===== src/rtl/epx_pkg.sv =====
// ----------------------------------------------------------------------------
// epx_pkg
// shared payload types, register codes and queue sizing for the scale2x core
// ----------------------------------------------------------------------------
package epx_pkg;

  localparam int PIX_W     = 8;
  localparam int COORD_W   = 10;
  localparam int CFG_W     = 11;
  localparam int CFG_IDX_W = 2;

  // configuration register indexes
  localparam logic [CFG_IDX_W-1:0] CFG_IMAGE_WIDTH  = 2'd0;
  localparam logic [CFG_IDX_W-1:0] CFG_IMAGE_HEIGHT = 2'd1;

  localparam logic [CFG_W-1:0] WIDTH_RESET  = 11'd320;
  localparam logic [CFG_W-1:0] HEIGHT_RESET = 11'd240;

  // input item kinds
  localparam logic MODE_PIXEL = 1'b0;
  localparam logic MODE_FLUSH = 1'b1;

  // queue between front and back
  localparam int QUEUE_DEPTH = 4;
  localparam int QUEUE_PTR_W = $clog2(QUEUE_DEPTH);
  localparam int QUEUE_LVL_W = $clog2(QUEUE_DEPTH + 1);

  typedef struct packed {
    logic             mode;
    logic [PIX_W-1:0] pixel;
  } epx_in_t;

  typedef struct packed {
    logic [PIX_W-1:0]   top_left;
    logic [PIX_W-1:0]   top_right;
    logic [PIX_W-1:0]   bottom_left;
    logic [PIX_W-1:0]   bottom_right;
    logic [COORD_W-1:0] src_col;
    logic [COORD_W-1:0] src_row;
    logic               frame_end;
  } epx_out_t;

  // one classified block: centre and its four neighbors, edges already resolved
  typedef struct packed {
    logic [PIX_W-1:0]   p;
    logic [PIX_W-1:0]   a;
    logic [PIX_W-1:0]   b;
    logic [PIX_W-1:0]   c;
    logic [PIX_W-1:0]   d;
    logic [COORD_W-1:0] src_col;
    logic [COORD_W-1:0] src_row;
    logic               frame_end;
  } epx_blk_t;

  typedef struct packed {
    logic room;
    logic empty;
  } epx_qstat_t;

endpackage


===== src/rtl/epx_queue.sv =====
// ----------------------------------------------------------------------------
// epx_queue
// short fifo of classified blocks between front and back
// ----------------------------------------------------------------------------
module epx_queue
  import epx_pkg::*;
(
  input  logic       clk,
  input  logic       rst_n,
  input  logic       push,
  input  epx_blk_t   push_data,
  input  logic       pop,
  output epx_blk_t   head,
  output epx_qstat_t stat
);

  epx_blk_t               slots [QUEUE_DEPTH];
  logic [QUEUE_PTR_W-1:0] wr_ptr_r, rd_ptr_r;
  logic [QUEUE_LVL_W-1:0] level_r, level_nxt;

  always_comb begin
    head       = slots[rd_ptr_r];
    stat.empty = (level_r == '0);
    // room for a beat accepted now, counting the block already in flight
    stat.room  = (32'(level_r) + 32'(push)) < QUEUE_DEPTH;
    level_nxt  = level_r;
    if (push && !pop)
      level_nxt = level_r + QUEUE_LVL_W'(1);
    else if (pop && !push)
      level_nxt = level_r - QUEUE_LVL_W'(1);
  end

  always_ff @(posedge clk) begin
    if (!rst_n) begin
      wr_ptr_r <= '0;
      rd_ptr_r <= '0;
      level_r  <= '0;
    end else begin
      if (push)
        wr_ptr_r <= wr_ptr_r + QUEUE_PTR_W'(1);
      if (pop)
        rd_ptr_r <= rd_ptr_r + QUEUE_PTR_W'(1);
      level_r <= level_nxt;
    end
  end

  always_ff @(posedge clk) begin
    if (push)
      slots[wr_ptr_r] <= push_data;
  end

endmodule


===== config.mk =====
export PLATFORM = sky130hd
export DESIGN_NAME = epx_queue
export DESIGN_NICKNAME = d
export VERILOG_FILES = /design/src/rtl/epx_pkg.sv /design/src/rtl/epx_queue.sv
export SDC_FILE = /design/constraint.sdc
export NUM_CORES = 1
export LEC_CHECK = 0
export BUFFER_PORTS_ARGS = -buffer_cell sky130_fd_sc_hd__buf_2
export CORE_MARGIN = 3
export CORE_UTILIZATION = 40
export CTS_CLUSTER_SIZE = 25
export DETAILED_ROUTE_END_ITERATION = 10
export GPL_TIMING_DRIVEN = 0
export PLACE_DENSITY = 0.65
export SYNTH_ARGS = -nofsm -noshare
export SYNTH_HDL_FRONTEND = slang
export SYNTH_SLANG_ARGS = --single-unit
export TNS_END_PERCENT = 50

===== constraint.sdc =====
create_clock -name clk -period 3.2 [get_ports clk]
set_input_delay 0.32 -clock clk [delete_from_list [all_inputs] [get_ports clk]]
set_output_delay 0.32 -clock clk [all_outputs]
set_load 0.05 [all_outputs]

# Word level (Yosys, flattened, before mapping)
# Memories as Yosys holds them, arrays and structs flattened. A register that Yosys moved wholly into a read port is not among the register bits.
# Index checks and enable logic that the tools add are counted.
# totals
elab_cells,22
mem_count,1
input_bits,65
ram_bits,244
register_bits,7
# op_classes
n_reduce_logical,6
addsub,5
magnitude_cmp,1
mux,6
# memory_table
memory,depth,width,rd,rd_ports_with_merged_regs,write_ports,line,source
slots,4,61,1,1,1,epx_queue.sv:17,epx_blk_t slots [QUEUE_DEPTH];
# ops
op,count
3-bit two-way mux,2
2-bit by 1-bit adder with 2-bit output (second input constant),2
3-bit by 1-bit adder with 4-bit output,1
4-bit by 3-bit < comparator with 1-bit output (second input constant),1
2-bit two-way mux,2
3-bit by 1-bit adder with 3-bit output (second input constant),1
3-bit logical NOT,1
3-bit by 1-bit subtractor with 3-bit output (second input constant),1
1-bit logical AND,2
1-bit logical NOT,2
1-bit two-way mux,2
2-bit nonzero test,1

# Logic depth before layout (Yosys ltp)
# logic_depth
ltp_word,4
depth_mapped,7
mapped_depth_nobuf,7

# Worst setup path after synthesis
# No wires, ideal clock.
# synth_path
kind,flip-flop to flip-flop
startpoint,reg wr_ptr_r[0]
endpoint,mem slots[2][0] (netlist name) (enable)
setup_time_ns,0.425
required_ns,2.775
n_path_buf,0
arrival_ns,1.979
stages_incl_launch_ff,4
path_slack_ns,0.796
cell_sequence,dfxtp_1 -> inv_1 -> ha_1 -> and2_1
# synth_rtl
item,line,source
"start, declared",epx_queue.sv:18,"logic [QUEUE_PTR_W-1:0] wr_ptr_r, rd_ptr_r;"
"start signal, assigned",epx_queue.sv:40,wr_ptr_r <= wr_ptr_r + QUEUE_PTR_W'(1);
"end, declared",epx_queue.sv:17,
# No word-level cell before the write port.

==> impl_metrics.toml <==
[floorplanning]
die_x_microns = 158.6
dieHeight_microns = 158.6
ios = 128
start_util_pct = 40.89
row_count = 55
dieArea_sq_um = 25150
core_area_sq_um = 22780

[clocking]
cts_buffers = 26
clock-sinks = 253
htreeDepth = 1
cts_setup_buffers = 0
clk_pin_slew_worst_paths_ns = 0.06
worstSkewPairLatency_ns = 0.51
tritoncts = "yes"
hold_buffers = 10
clock-root-buffer = "clkbuf_16"
cts_resized = 0
clock_path_buffers = 3

[worst_setup_path]
criticalPathCategory = "flop to primary output"
worstPathMaxFanout = 10
start_kind = "flop"
worstPathRequired_ns = 2.88
end_kind = "primary output"
cp_data_arrival_time_ns = 2.19

[global_route]
grt_pass1_vias = 4556
antenna_found_initial = 2
grt_max_degree = 44
track_usage_pct = 13.26
overflow = 0
grt_pass1_wl_microns = 25550

[detailed_routing]
drtAntennaViolNets = 0
via_count = 4217
drt_wl_total_microns = 16560
firstDrtPassIters = 4
routedWlPerCell_microns = 19.21
drtIter0Drc = 156
drc = 0
viasPerCell = 4.892

[final_layout]
regArea_sq_um = 7507
antennaDiodeCount = 0
area_delta_synth_final_pct = 21.72
post-route-util_pct = 49.77
final_area_sq_um = 11340
drive_above_1_share_pct = 43.35
multi_input_area_sq_um = 1637
nets = 602
fillers = 1843
fin_cells = 862

[timing]
fmax_mhz = 399.0
finalSetupTns_ns = 0
hold_viol = 0
worst_clock_skew_ns = 0.01332
slew_headroom_pct = 67.55
slew_violations = 0
tightestPinTransition_ns = 0.4867
grt_setup_unrepaired = "no"
hold_ws_ns = 0.02104
setup_violations = 0
finalCritPeriodShare_pct = 78.33
period_minus_slack_ns = 2.506

[logic_synthesis]
ys_top_cells_by_count = "edfxtp_1 (244), mux4_2 (60), and2_1 (9), dfxtp_1 (9)"
yosysMostFrequentCell = "edfxtp_1"
ys.flop_type = "edfxtp_1"
synth.distinct_cells = 22
synth_area_leader_cell = "edfxtp_1"
synth_top_area_share_pct = 78.67
synthesis.area_sq_um = 9314
async_flop_share_pct = 0
yosys_register_bits = 253
ys_warn_count = 0
synth_area_leaders = "edfxtp_1 (79%), mux4_2 (15%), dfxtp_1 (1.9%)"
avgSynthCellArea_sq_um = 25.73
synth_edf_count = 244
syn-num-nets = 433
synth-seq-area-share_pct = 80.60
netlist_instances = 362

[placed_design]
port_buffers = 127
gp_congestion = 0.7222
placed_area_sq_um = 10460
dp_cells = 806
dp_hpwl_microns = 10230

[pwr]
powerDensity_nw_per_um2 = 680.1
p_leak_nw = 3.842
ir_drop_mv = 0.5114

[worst_hold_path]
hold_class = "primary input to flop"

[status]
outcome = "complete, no violations"

[flow_run]
max_cap_viol_count = 0
## path summary, 6_finish.rpt
kind | cells past startpoint | slack (ns) | from | endpoint
setup reg to reg | 4 | 1.58 | wr_ptr_r[0] | slots[0][29]
hold / removal | 1 | 0.02 | push_data[1] | slots[1][1]
setup / recovery | 4 | 0.69 | flop | head[11]
hold reg to reg | 2 | 0.58 | level_r[2] | level_r[2]
## through the flow
| step | power (mW) | setup slack, ns |
|---|---|---|
| after CTS | 7.819 | 0.5936 |
| after global routing | 8.024 | 0.4754 |
| after global placement | 5.037 | -0.4548 |
| after floorplan | 4.754 | 0.7958 |
| final | 7.710 | 0.6936 |
| after detailed placement | 5.070 | 1.147 |
## where the power goes
group | internal (mW) | leakage [nW] | switching, mW
combinational | 0.372 | 1.15 | 0.770
clock | 1.61 | 0.377 | 1.11
sequential | 3.80 | 2.32 | 0.0411
total | 5.78 | 3.84 | 1.93
## kinds of logic after synthesis
kind of cell	after synthesis	share of synthesized area (%)
xor gates and xnor gates	5	0.4703
AOI/OAI and AO/OA	3	0.2015
buffers and inverters	18	1.934
and+or+nand+nor	14	0.8999
muxes	63	15.01
adders and majority gates	6	0.8866
DFF	253	80.60
## placed cells by master, fill, tap and decap left out, types with 4 or more instances in the layout
cell	synthesis	layout
buf_2	6	133
inv_1	4	4
clkinv_1	0	8
and2_1	9	5
dfxtp_1	9	9
mux4_2	60	60
buf_12	6	6
buf_16	0	4
clkbuf_16	0	27
and2_4	0	4
clkbuf_1	0	8
dlygate4sd3_1	0	10
ha_1	5	5
edfxtp_1	244	244
## cell type report
type	count	area share (%)
inverter	4	0.1324
tap	313	3.454
sequential	253	66.22
timing repair buffer	141	7.461
multi-input combinational	91	14.44
buffer	14	1.457
clock inverter	11	0.6180
clock buffer	35	6.224
## flip-flops by register name (all words and copies together), names as in the netlist, named ones only
name      cells
slots       244
level_r       3
wr_ptr_r      2
rd_ptr_r      2
## critical path: stages (launching register included)
cell,delay [ns]
dfxtp_1,0.30
buf_1,0.39
buf_2,0.38
mux4_2,0.36
buf_2,0.23
## metal layers
| metal | part of all wire, % | global-route usage (%) |
|---|---|---|
| met1 | 40 | 16.72 |
| met2 | 52 | 23.23 |
| met3 | 5.9 | 3.180 |
| met4 | 1.9 | 3.318 |
| met5 | 0.13 | 0 |
Note: power is estimated with default switching activity, not from simulation.
