**config.mk**
```make
export PLATFORM = sky130hd
export DESIGN_NAME = epx_back
export DESIGN_NICKNAME = d
export VERILOG_FILES = /design/src/rtl/epx_pkg.sv /design/src/rtl/epx_back.sv
export SDC_FILE = /design/constraint.sdc
export NUM_CORES = 1
export LEC_CHECK = 0
export BUFFER_PORTS_ARGS = -buffer_cell sky130_fd_sc_hd__buf_2
export CAP_MARGIN = 10
export CORE_ASPECT_RATIO = 2
export CORE_MARGIN = 1
export CORE_UTILIZATION = 40
export CTS_BUF_LIST = sky130_fd_sc_hd__clkbuf_16
export DETAILED_ROUTE_END_ITERATION = 8
export PLACE_DENSITY = 0.71
export SETUP_SLACK_MARGIN = 0.05
export SYNTH_ARGS = -nofsm -noshare
export SYNTH_HDL_FRONTEND = slang
export SYNTH_SLANG_ARGS = --single-unit
export TNS_END_PERCENT = 20
```
**constraint.sdc**
```tcl
create_clock -name clk -period 7.5 [get_ports clk]
set_input_delay 0.75 -clock clk [delete_from_list [all_inputs] [get_ports clk]]
set_output_delay 0.75 -clock clk [all_outputs]
set_load 0.01 [all_outputs]
```
**src/rtl/epx_pkg.sv**
```systemverilog
// ----------------------------------------------------------------------------
// epx_pkg
// shared payload types, register codes and queue sizing for the scale2x core
// ----------------------------------------------------------------------------
package epx_pkg;

  localparam int PIX_W     = 8;
  localparam int COORD_W   = 10;
  localparam int CFG_W     = 11;
  localparam int CFG_IDX_W = 2;

  // configuration register indexes
  localparam logic [CFG_IDX_W-1:0] CFG_IMAGE_WIDTH  = 2'd0;
  localparam logic [CFG_IDX_W-1:0] CFG_IMAGE_HEIGHT = 2'd1;

  localparam logic [CFG_W-1:0] WIDTH_RESET  = 11'd320;
  localparam logic [CFG_W-1:0] HEIGHT_RESET = 11'd240;

  // input item kinds
  localparam logic MODE_PIXEL = 1'b0;
  localparam logic MODE_FLUSH = 1'b1;

  // queue between front and back
  localparam int QUEUE_DEPTH = 4;
  localparam int QUEUE_PTR_W = $clog2(QUEUE_DEPTH);
  localparam int QUEUE_LVL_W = $clog2(QUEUE_DEPTH + 1);

  typedef struct packed {
    logic             mode;
    logic [PIX_W-1:0] pixel;
  } epx_in_t;

  typedef struct packed {
    logic [PIX_W-1:0]   top_left;
    logic [PIX_W-1:0]   top_right;
    logic [PIX_W-1:0]   bottom_left;
    logic [PIX_W-1:0]   bottom_right;
    logic [COORD_W-1:0] src_col;
    logic [COORD_W-1:0] src_row;
    logic               frame_end;
  } epx_out_t;

  // one classified block: centre and its four neighbors, edges already resolved
  typedef struct packed {
    logic [PIX_W-1:0]   p;
    logic [PIX_W-1:0]   a;
    logic [PIX_W-1:0]   b;
    logic [PIX_W-1:0]   c;
    logic [PIX_W-1:0]   d;
    logic [COORD_W-1:0] src_col;
    logic [COORD_W-1:0] src_row;
    logic               frame_end;
  } epx_blk_t;

  typedef struct packed {
    logic room;
    logic empty;
  } epx_qstat_t;

endpackage

```
**src/rtl/epx_back.sv**
```systemverilog
// ----------------------------------------------------------------------------
// epx_back
// applies the epx rules to the queue head and holds the result beat
// ----------------------------------------------------------------------------
module epx_back
  import epx_pkg::*;
(
  input  logic       clk,
  input  logic       rst_n,
  input  epx_blk_t   head,
  input  epx_qstat_t stat,
  output logic       pop,
  input  logic       out_ready,
  output logic       out_valid,
  output epx_out_t   out_data
);

  logic     out_valid_r;
  epx_out_t out_data_r, out_data_nxt;

  always_comb begin
    pop = !stat.empty && (!out_valid_r || out_ready);

    out_data_nxt.top_left     = head.p;
    out_data_nxt.top_right    = head.p;
    out_data_nxt.bottom_left  = head.p;
    out_data_nxt.bottom_right = head.p;
    if (head.c == head.a && head.c != head.d && head.a != head.b)
      out_data_nxt.top_left = head.a;
    if (head.a == head.b && head.a != head.c && head.b != head.d)
      out_data_nxt.top_right = head.b;
    if (head.d == head.c && head.d != head.b && head.c != head.a)
      out_data_nxt.bottom_left = head.c;
    if (head.b == head.d && head.b != head.a && head.d != head.c)
      out_data_nxt.bottom_right = head.d;
    out_data_nxt.src_col   = head.src_col;
    out_data_nxt.src_row   = head.src_row;
    out_data_nxt.frame_end = head.frame_end;
  end

  always_ff @(posedge clk) begin
    if (!rst_n) begin
      out_valid_r <= 1'b0;
    end else if (pop) begin
      out_valid_r <= 1'b1;
    end else if (out_ready) begin
      out_valid_r <= 1'b0;
    end
  end

  always_ff @(posedge clk) begin
    if (pop)
      out_data_r <= out_data_nxt;
  end

  assign out_valid = out_valid_r;
  assign out_data  = out_data_r;

endmodule

```
After elaboration in Yosys (flattened, before gate mapping):

Index checks and enable logic that the tools add are counted.

* reductions and logical operators: 13
* equality and inequality tests: 12
* muxes and demuxes: 6

Operators by type and width (number)
* $ne 8x8->1: 8
* $eq 8x8->1: 4
* $mux 8: 4
* $logic_and 1x1->1: 9
* $logic_not 1->1: 2
* $mux 1: 2
* $reduce_bool 2->1: 1
* $logic_or 1x1->1: 1

* logic and storage cells: 39
* register bits after elaboration: 54
* input bits: 66
* output and inout port bits: 55

Depth between registers and ports, before layout:

Gate-level depths: netlist (run 1).

* depth in word-level cells: 4
* mapped depth: 5
* mapped depth without buffers: 5

Least setup slack after synthesis (run 1):

Ideal clock, no wire load.

* kind: input -> output
* from: input port out_ready
* to: output port pop
* arrival time: 3362 ps
* slack: 3388 ps
* buffers on the path: 0
* required time: 6750 ps
* stages: 2
* cell sequence: nand2b_1 > nor2b_1

* cells in the longest elaborated chain, start to end: 2

Ends and longest elaborated chain
* from (decl): line epx_back.sv:13 `input logic out_ready,`
* $logic_or 1x1->1: line epx_back.sv:22 `pop = !stat.empty && (!out_valid_r || out_ready);`
* $logic_and 1x1->1: line epx_back.sv:22
* to (decl): line epx_back.sv:12 `output logic pop,`

No other way between the ends.

Worst setup path after layout (run 1):

Same ends and word-level chain as after synthesis.

==> impl_results.md, run 1 <==
- Cell taking the most area after synthesis: edfxtp_1
- Final worst slack: 4898 ps
- Fmax: 0.3844 GHz
- RSZ-0062 raised after global routing: false
- Syn-to-layout area delta: 34.29%
- Vias in the first global route: 1723
- Post-DRT Antenna Nets: 0
- Area of the die: 6795 sq um
- Post-DP HPWL: 4371 um
- Top cell by count, worst path: buf_2
- Slew margin rel.: 55.45%
- TritonCTS clock tree: yes
- Fin. max-slew vios: 0
- Compound-gate portion of the synthesized area: 0.2910%
- Worst-path fanout max: 54
- CTS root buf: clkbuf_16
- Overflow after GRT: 0
- Mux cell area share after synthesis: 15.13%
- Netlist cell types: 13
- Post-synth net total: 203
- Placed inst area: 3298 sq um
- Cells after synthesis: 137
- Period utilization: 34.69%
- Ant diodes: 0
- Initial DRC Count: 52
- CP max stage delay: 530 ps
- Via count: 1649
- Post_cts resized: 0
- Initial core utilization: 41.22%
- # nets final: 330
- Tmin final: 2602 ps
- CP bufs+invs: 3
- Avg Inst Size Synth: 18.83 sq um
- Final Hold Fails: 0
- Wire length per cell: 15.99 um
- Chip height: 115.6 um
- Synth Warn #: 0
- Largest net degree at the start of global routing: 55
- Yosys top cell area share: 61.69%
- Synth Area in Simple Gates: 11.25%
- Setup_tns: 0 ps
- PortBufs: 119
- Sink Count: 54
- Max Cap Violations: 0
- Flops & latches, synth: 54
- Worst Skew: 4.936 ps
- Clock buffer count from CTS: 5
- Setup bufs post-CTS: 0
- Initial antenna violation count: 0
- Synth Cell Area: 2580 sq um
- Post-Synth XOR/XNOR Area: 10.86%
- Worst-path cell chain: buf_2, nand2b_1, nor2b_4, buf_4, buf_2
- CP startpoint kind: input pin
- Setup Viol. Count Final: 0
- Vias per cell: 4.698
- Post-Route WL: 5611 um
- Design Area, Final: 3465 sq um
- Layout cells sized above 1: 63.40%
- CP Capture Type: primary output
- Seq/Total Area, Yosys: 62.46%
- GPL Wtd Cong: 0.7742
- Clock slew seen by the registers of the worst setup and hold paths: 70 ps
- CP Data Arrival Time: 1850 ps
- DRT Pass-1 Iters: 4
- Pwr/cell area: 206.1 nW/um^2
- Status: finished clean
- Worst-skew pair later-pin latency: 290 ps
- CTS Hold Bufs: 0
- WS Path Type: input pin to primary output
- Crit-path slowest cell: buf_4
- Total track usage: 17.62%
- First-pass GRT wire length: 8604 um
- Worst min path class: flip-flop to flip-flop
- Top Ports: 121
- Peak VDD IR: 0.1228 mV
- CP top delay family: buffers and inverters
- H-tree depth: 2
- Critical Path RT: 6750 ps
- Top post-synthesis cells by area: edfxtp_1, xor2_1, mux2_2
- Worst-margin pin slew: 668.3 ps
- Die Width: 58.79 um
- Place WS: 4860 ps
- Main combinational cell family by area after synthesis: multiplexers
- Std cell rows: 41
- Leak: 1.433 nW
- DRC viols: 0
- Core area: 6259 sq um
- Synth Area in Adders: 0%
- Worst-case clock buffer depth: 2
[registers in the layout (all words and copies together), names as in the netlist]
register,flops
out_data,53
out_valid,1
[stage by stage]
step	hold WS [ps]	utilization, %	total power, mW	instances
floorplan	515.5	-	0.4170	137
global placement	493.1	52.70	0.4638	343
detailed placement	514.8	52.70	0.4659	343
CTS	526.0	55.36	0.7203	351
global route	546.8	55.36	0.7413	351
finish	516.5	55.36	0.7141	351
[cells by family (layout without fill, tap and decap cells)]
kind of cell,after synthesis,after routing
flip-flops,54,54
XOR/XNOR,32,32
multiplexers,32,32
AND/OR/NAND/NOR,18,18
AO/OA/AOI/OAI,1,1
buffers and inverters,0,128
[worst paths after layout]
kind | startpoint | end | slack, ps | depth (start not counted)
worst max-delay path | out_ready | pop | 4900 | 5
worst min-delay path | out_valid | out_valid | 520 | 2
worst max register to register | out_valid | out_data[34] | 6040 | 3
worst min register to register | out_valid | out_valid | 520 | 2
[tightest hold or removal path, cell delays in order, from the launching register on]
cell      delay [ps]
dfxtp_1          320
nand2b_1          80
a21boi_0          70
[layout by cell type, fill, tap and decap left out]
master and count:
nand4_4 4, bufinv_16 1, nor2b_4 1, inv_1 1, mux2_4 8, nor4_4 8, nand2_1 1, mux2_2 17
xor2_1 32, buf_4 1, edfxtp_1 53, nand2_2 3, dfxtp_1 1, nand2b_1 1, a21boi_0 1, buf_2 119
clkbuf_16 5, clkinvlp_4 1, mux2_1 7
[synth_stat cells]
cell,instances
nand4_4,4
nand2_2,3
mux2_1,7
dfxtp_1,1
mux2_4,8
nand2_1,1
a21boi_0,1
xor2_1,32
mux2_2,17
nor4_4,8
nor2b_1,1
edfxtp_1,53
nand2b_1,1
[metal layers]
layer	part of all wire (%)	track usage, %	routed length (um)
met1	33	17.51	1841
met2	59	34.32	3337
met3	5.9	3.125	331
met4	1.8	6.984	101
met5	0	0	0
[cell type report]
cell class | instances | area (sq um)
timing repair buffer | 120 | 603.1
sequential | 54 | 1612
multi-input combinational | 83 | 975.9
clock buffer | 5 | 125.1
tap | 86 | 107.6
fill | 547 | 2794
clock inverter | 3 | 41.29
[power breakdown]
part	switching, mW	internal [mW]
registers	0.00390	0.353
logic	0.0579	0.0432
clock network	0.100	0.156
total	0.162	0.552
No activity file was read; power rests on OpenSTA's default activity.
==> inputs of run 2 (changes only) <==
clock period = 2.7 ns   (was 7.5 ns; I/O delays follow)
==> run 2 against run 1 <==
  * Sequential share of layout area up 0.12 points
  * Clock-buffer cell count unchanged
  * First-iteration DRC count is 7.7% lower
  * Clock skew barely moved
  * Via count up 0.36%
  * Non-clock buffer count stayed put
  * Die area unchanged
  * Power grew to 2.7 times the previous value
  * Design area is 0.25% lower
  * Final cell count unchanged
  * Clock power increased by 150%
  * Highest routed layer unchanged
==> impl_results.md, run 2 (synthesis gave the netlist of run 1 again) <==
- Status: finished clean
- GPL Wtd Cong: 0.7517 (-2.9%)
- Clock buffer count from CTS: 5 (unchanged)
- Tmin final: 1760 ps
- Overflow after GRT: 0 (unchanged)
- RSZ-0062 raised after global routing: false
- Total track usage: 17.28% (-0.33 points)
- CP Capture Type: primary output
- Max Cap Violations: 0 (unchanged)
- Crit-path slowest cell: nor2b_4
- Busiest grt layer: met2
- Setup Viol. Count Final: 0 (unchanged)
- Worst-case clock buffer depth: 2 (unchanged)
- WS Path Type: flip-flop to primary output
- Area of the die: 6795 sq um (unchanged)
- Via count: 1655 (+0.36%)
- CP max stage delay: 550 ps (+20 ps)
- CTS root buf: clkbuf_16
- DRC viols: 0 (unchanged)
- Commonest non-fill, non-tap cells in the layout: buf_2, edfxtp_1, xor2_1
- Sequential Area: 1612 sq um (unchanged)
- Critical path depth in cells: 3 (-2)
- Final Hold Fails: 0 (unchanged)
- Worst Skew: 4.890 ps (-0.04571 ps)
- Period utilization: 65.20%
- TritonCTS clock tree: yes
- Ant diodes: 0 (unchanged)
- Layout cells sized above 1: 63.40% (unchanged)
- Vias per cell: 4.715 (+0.36%)
- CP Data Arrival Time: 1490 ps (-360 ps)
- Reg2reg start: out_valid
- Reg2reg setup slack: 1140 ps (-4900 ps)
- Fmax: 0.5681 GHz
- CTS Hold Bufs: 0 (unchanged)
- CP bufs+invs: 1 (-2)
- Worst setup path start: out_valid
- First-pass GRT wire length: 8349 um (-3.0%)
- Reg2reg end: out_data[20]
- # nets final: 330 (unchanged)
- Worst-path cell chain: nand2b_1, nor2b_4, buf_2
- Worst min path class: input pin to flip-flop
- Worst Hold Path Cells: 1 (-1)
- Core area: 6259 sq um (unchanged)
- Commonest non-fill, non-tap cell in the layout: buf_2
- Critical Path RT: 2430 ps (-4320 ps)
- Syn-to-layout area delta: 33.95%
- Met2 Usage GRT: 34.32% (unchanged)
- Crit path to: pop
- Die Width: 58.79 um (unchanged)
- Worst hold start: head[16]
- Initial core utilization: 41.22% (unchanged)
- Met1 GRT Util: 15.37% (-2.1 points)
- Vias in the first global route: 1729 (+0.35%)
- H-tree depth: 2 (unchanged)
- Initial antenna violation count: 0 (unchanged)
- Chip height: 115.6 um (unchanged)
- CP startpoint kind: flip-flop
- Post-DRT Antenna Nets: 0 (unchanged)
- Finished Layout Cells: 351 (unchanged)
- Slew margin rel.: 58.54% (+3.1 points)
- Post_cts resized: 0 (unchanged)
- Worst-path fanout max: 20 (-63%)
- Setup_tns: 0 ps (unchanged)
- Max reg flops: 53 (unchanged)
- R2R cell count: 3 (unchanged)
- CP top delay family: simple AND/OR/NAND/NOR gates
- DRT Pass-1 Iters: 4 (unchanged)
- Worst-skew pair later-pin latency: 290 ps (about the same)
- Worst-margin pin slew: 620.6 ps (-47.67 ps)
- Post-Route WL: 5752 um (+2.5%)
- PortBufs: 119 (unchanged)
- Wire length per cell: 16.39 um (+2.5%)
- FILL cells: 578 (+5.7%)
- Clock slew seen by the registers of the worst setup and hold paths: 70 ps (about the same)
- Std cell rows: 41 (unchanged)
- Peak VDD IR: 0.3430 mV (+180%)
- Leak: 1.424 nW (-0.63%)
- Setup bufs post-CTS: 0 (unchanged)
- Pwr/cell area: 552.2 nW/um^2 (+170%)
- Sink Count: 54 (unchanged)
- Post-DP HPWL: 4485 um (+2.6%)
- Fin. max-slew vios: 0 (unchanged)
- Largest net degree at the start of global routing: 36 (-35%)
- Placed insts: 343 (unchanged)
- Top Ports: 121 (unchanged)
- Multi-input gate area: 975.9 sq um (unchanged)
- Initial DRC Count: 48 (-7.7%)
- Met3 GRT Util: 3.906% (+0.78 points)
## run 2: how the worst min path moves through the flow
stage | to | slack (ps)
finish | out_data[16] | 150
CTS | out_data[9] | 140
detailed placement | out_data[18] | 450
floorplan | out_data[0] | 370
global placement | out_data[16] | 450
global route | out_data[9] | 140
## run 2: worst reg2reg max path, stage by stage, from the launching register on
cell,delay (ps)
dfxtp_1,310
nand2b_1,80
nor2b_4,550
buf_12,300
## run 2: layer usage
layer	vias to the layer above	share of wire [%]
met3	7	6.7
met5	-	0
met4	0	2.3
met2	78	59
li1	780	-
met1	790	32
## run 2: final cells by class
type	count	share of cell area [%]
Timing Repair Buffer	120	17.81
Tap cell	86	3.114
Clock buffer	5	3.621
Clock inverter	3	0.5793
Sequential cell	54	46.63
Multi-Input combinational cell	83	28.24
## run 2: power by group
part           total [mW]  leakage (nW)  switching [mW]  internal (mW)
clock               0.633        0.0679           0.289          0.344
combinational       0.285         0.835           0.163          0.123
sequential          0.990         0.521          0.0107          0.979
total                1.91          1.42           0.462           1.45
## run 2: metrics by stage
| step | power [mW] | hold slack [ps] | cell area (sq um) | util, % | setup slack, ps |
|---|---|---|---|---|---|
| 4_1_cts | 1.936 | 143.1 | 3456 | 55.22 | 898.9 |
| 5_1_grt | 1.984 | 142.1 | 3456 | 55.22 | 840.1 |
| 2_1_floorplan | 1.157 | 368.9 | 2582 | - | 379.3 |
| 3_3_place_gp | 1.291 | 446.9 | 3311 | 52.90 | 704.1 |
| 3_5_place_dp | 1.299 | 448.4 | 3311 | 52.90 | 678.4 |
| 6_report | 1.908 | 152.0 | 3456 | 55.22 | 939.6 |
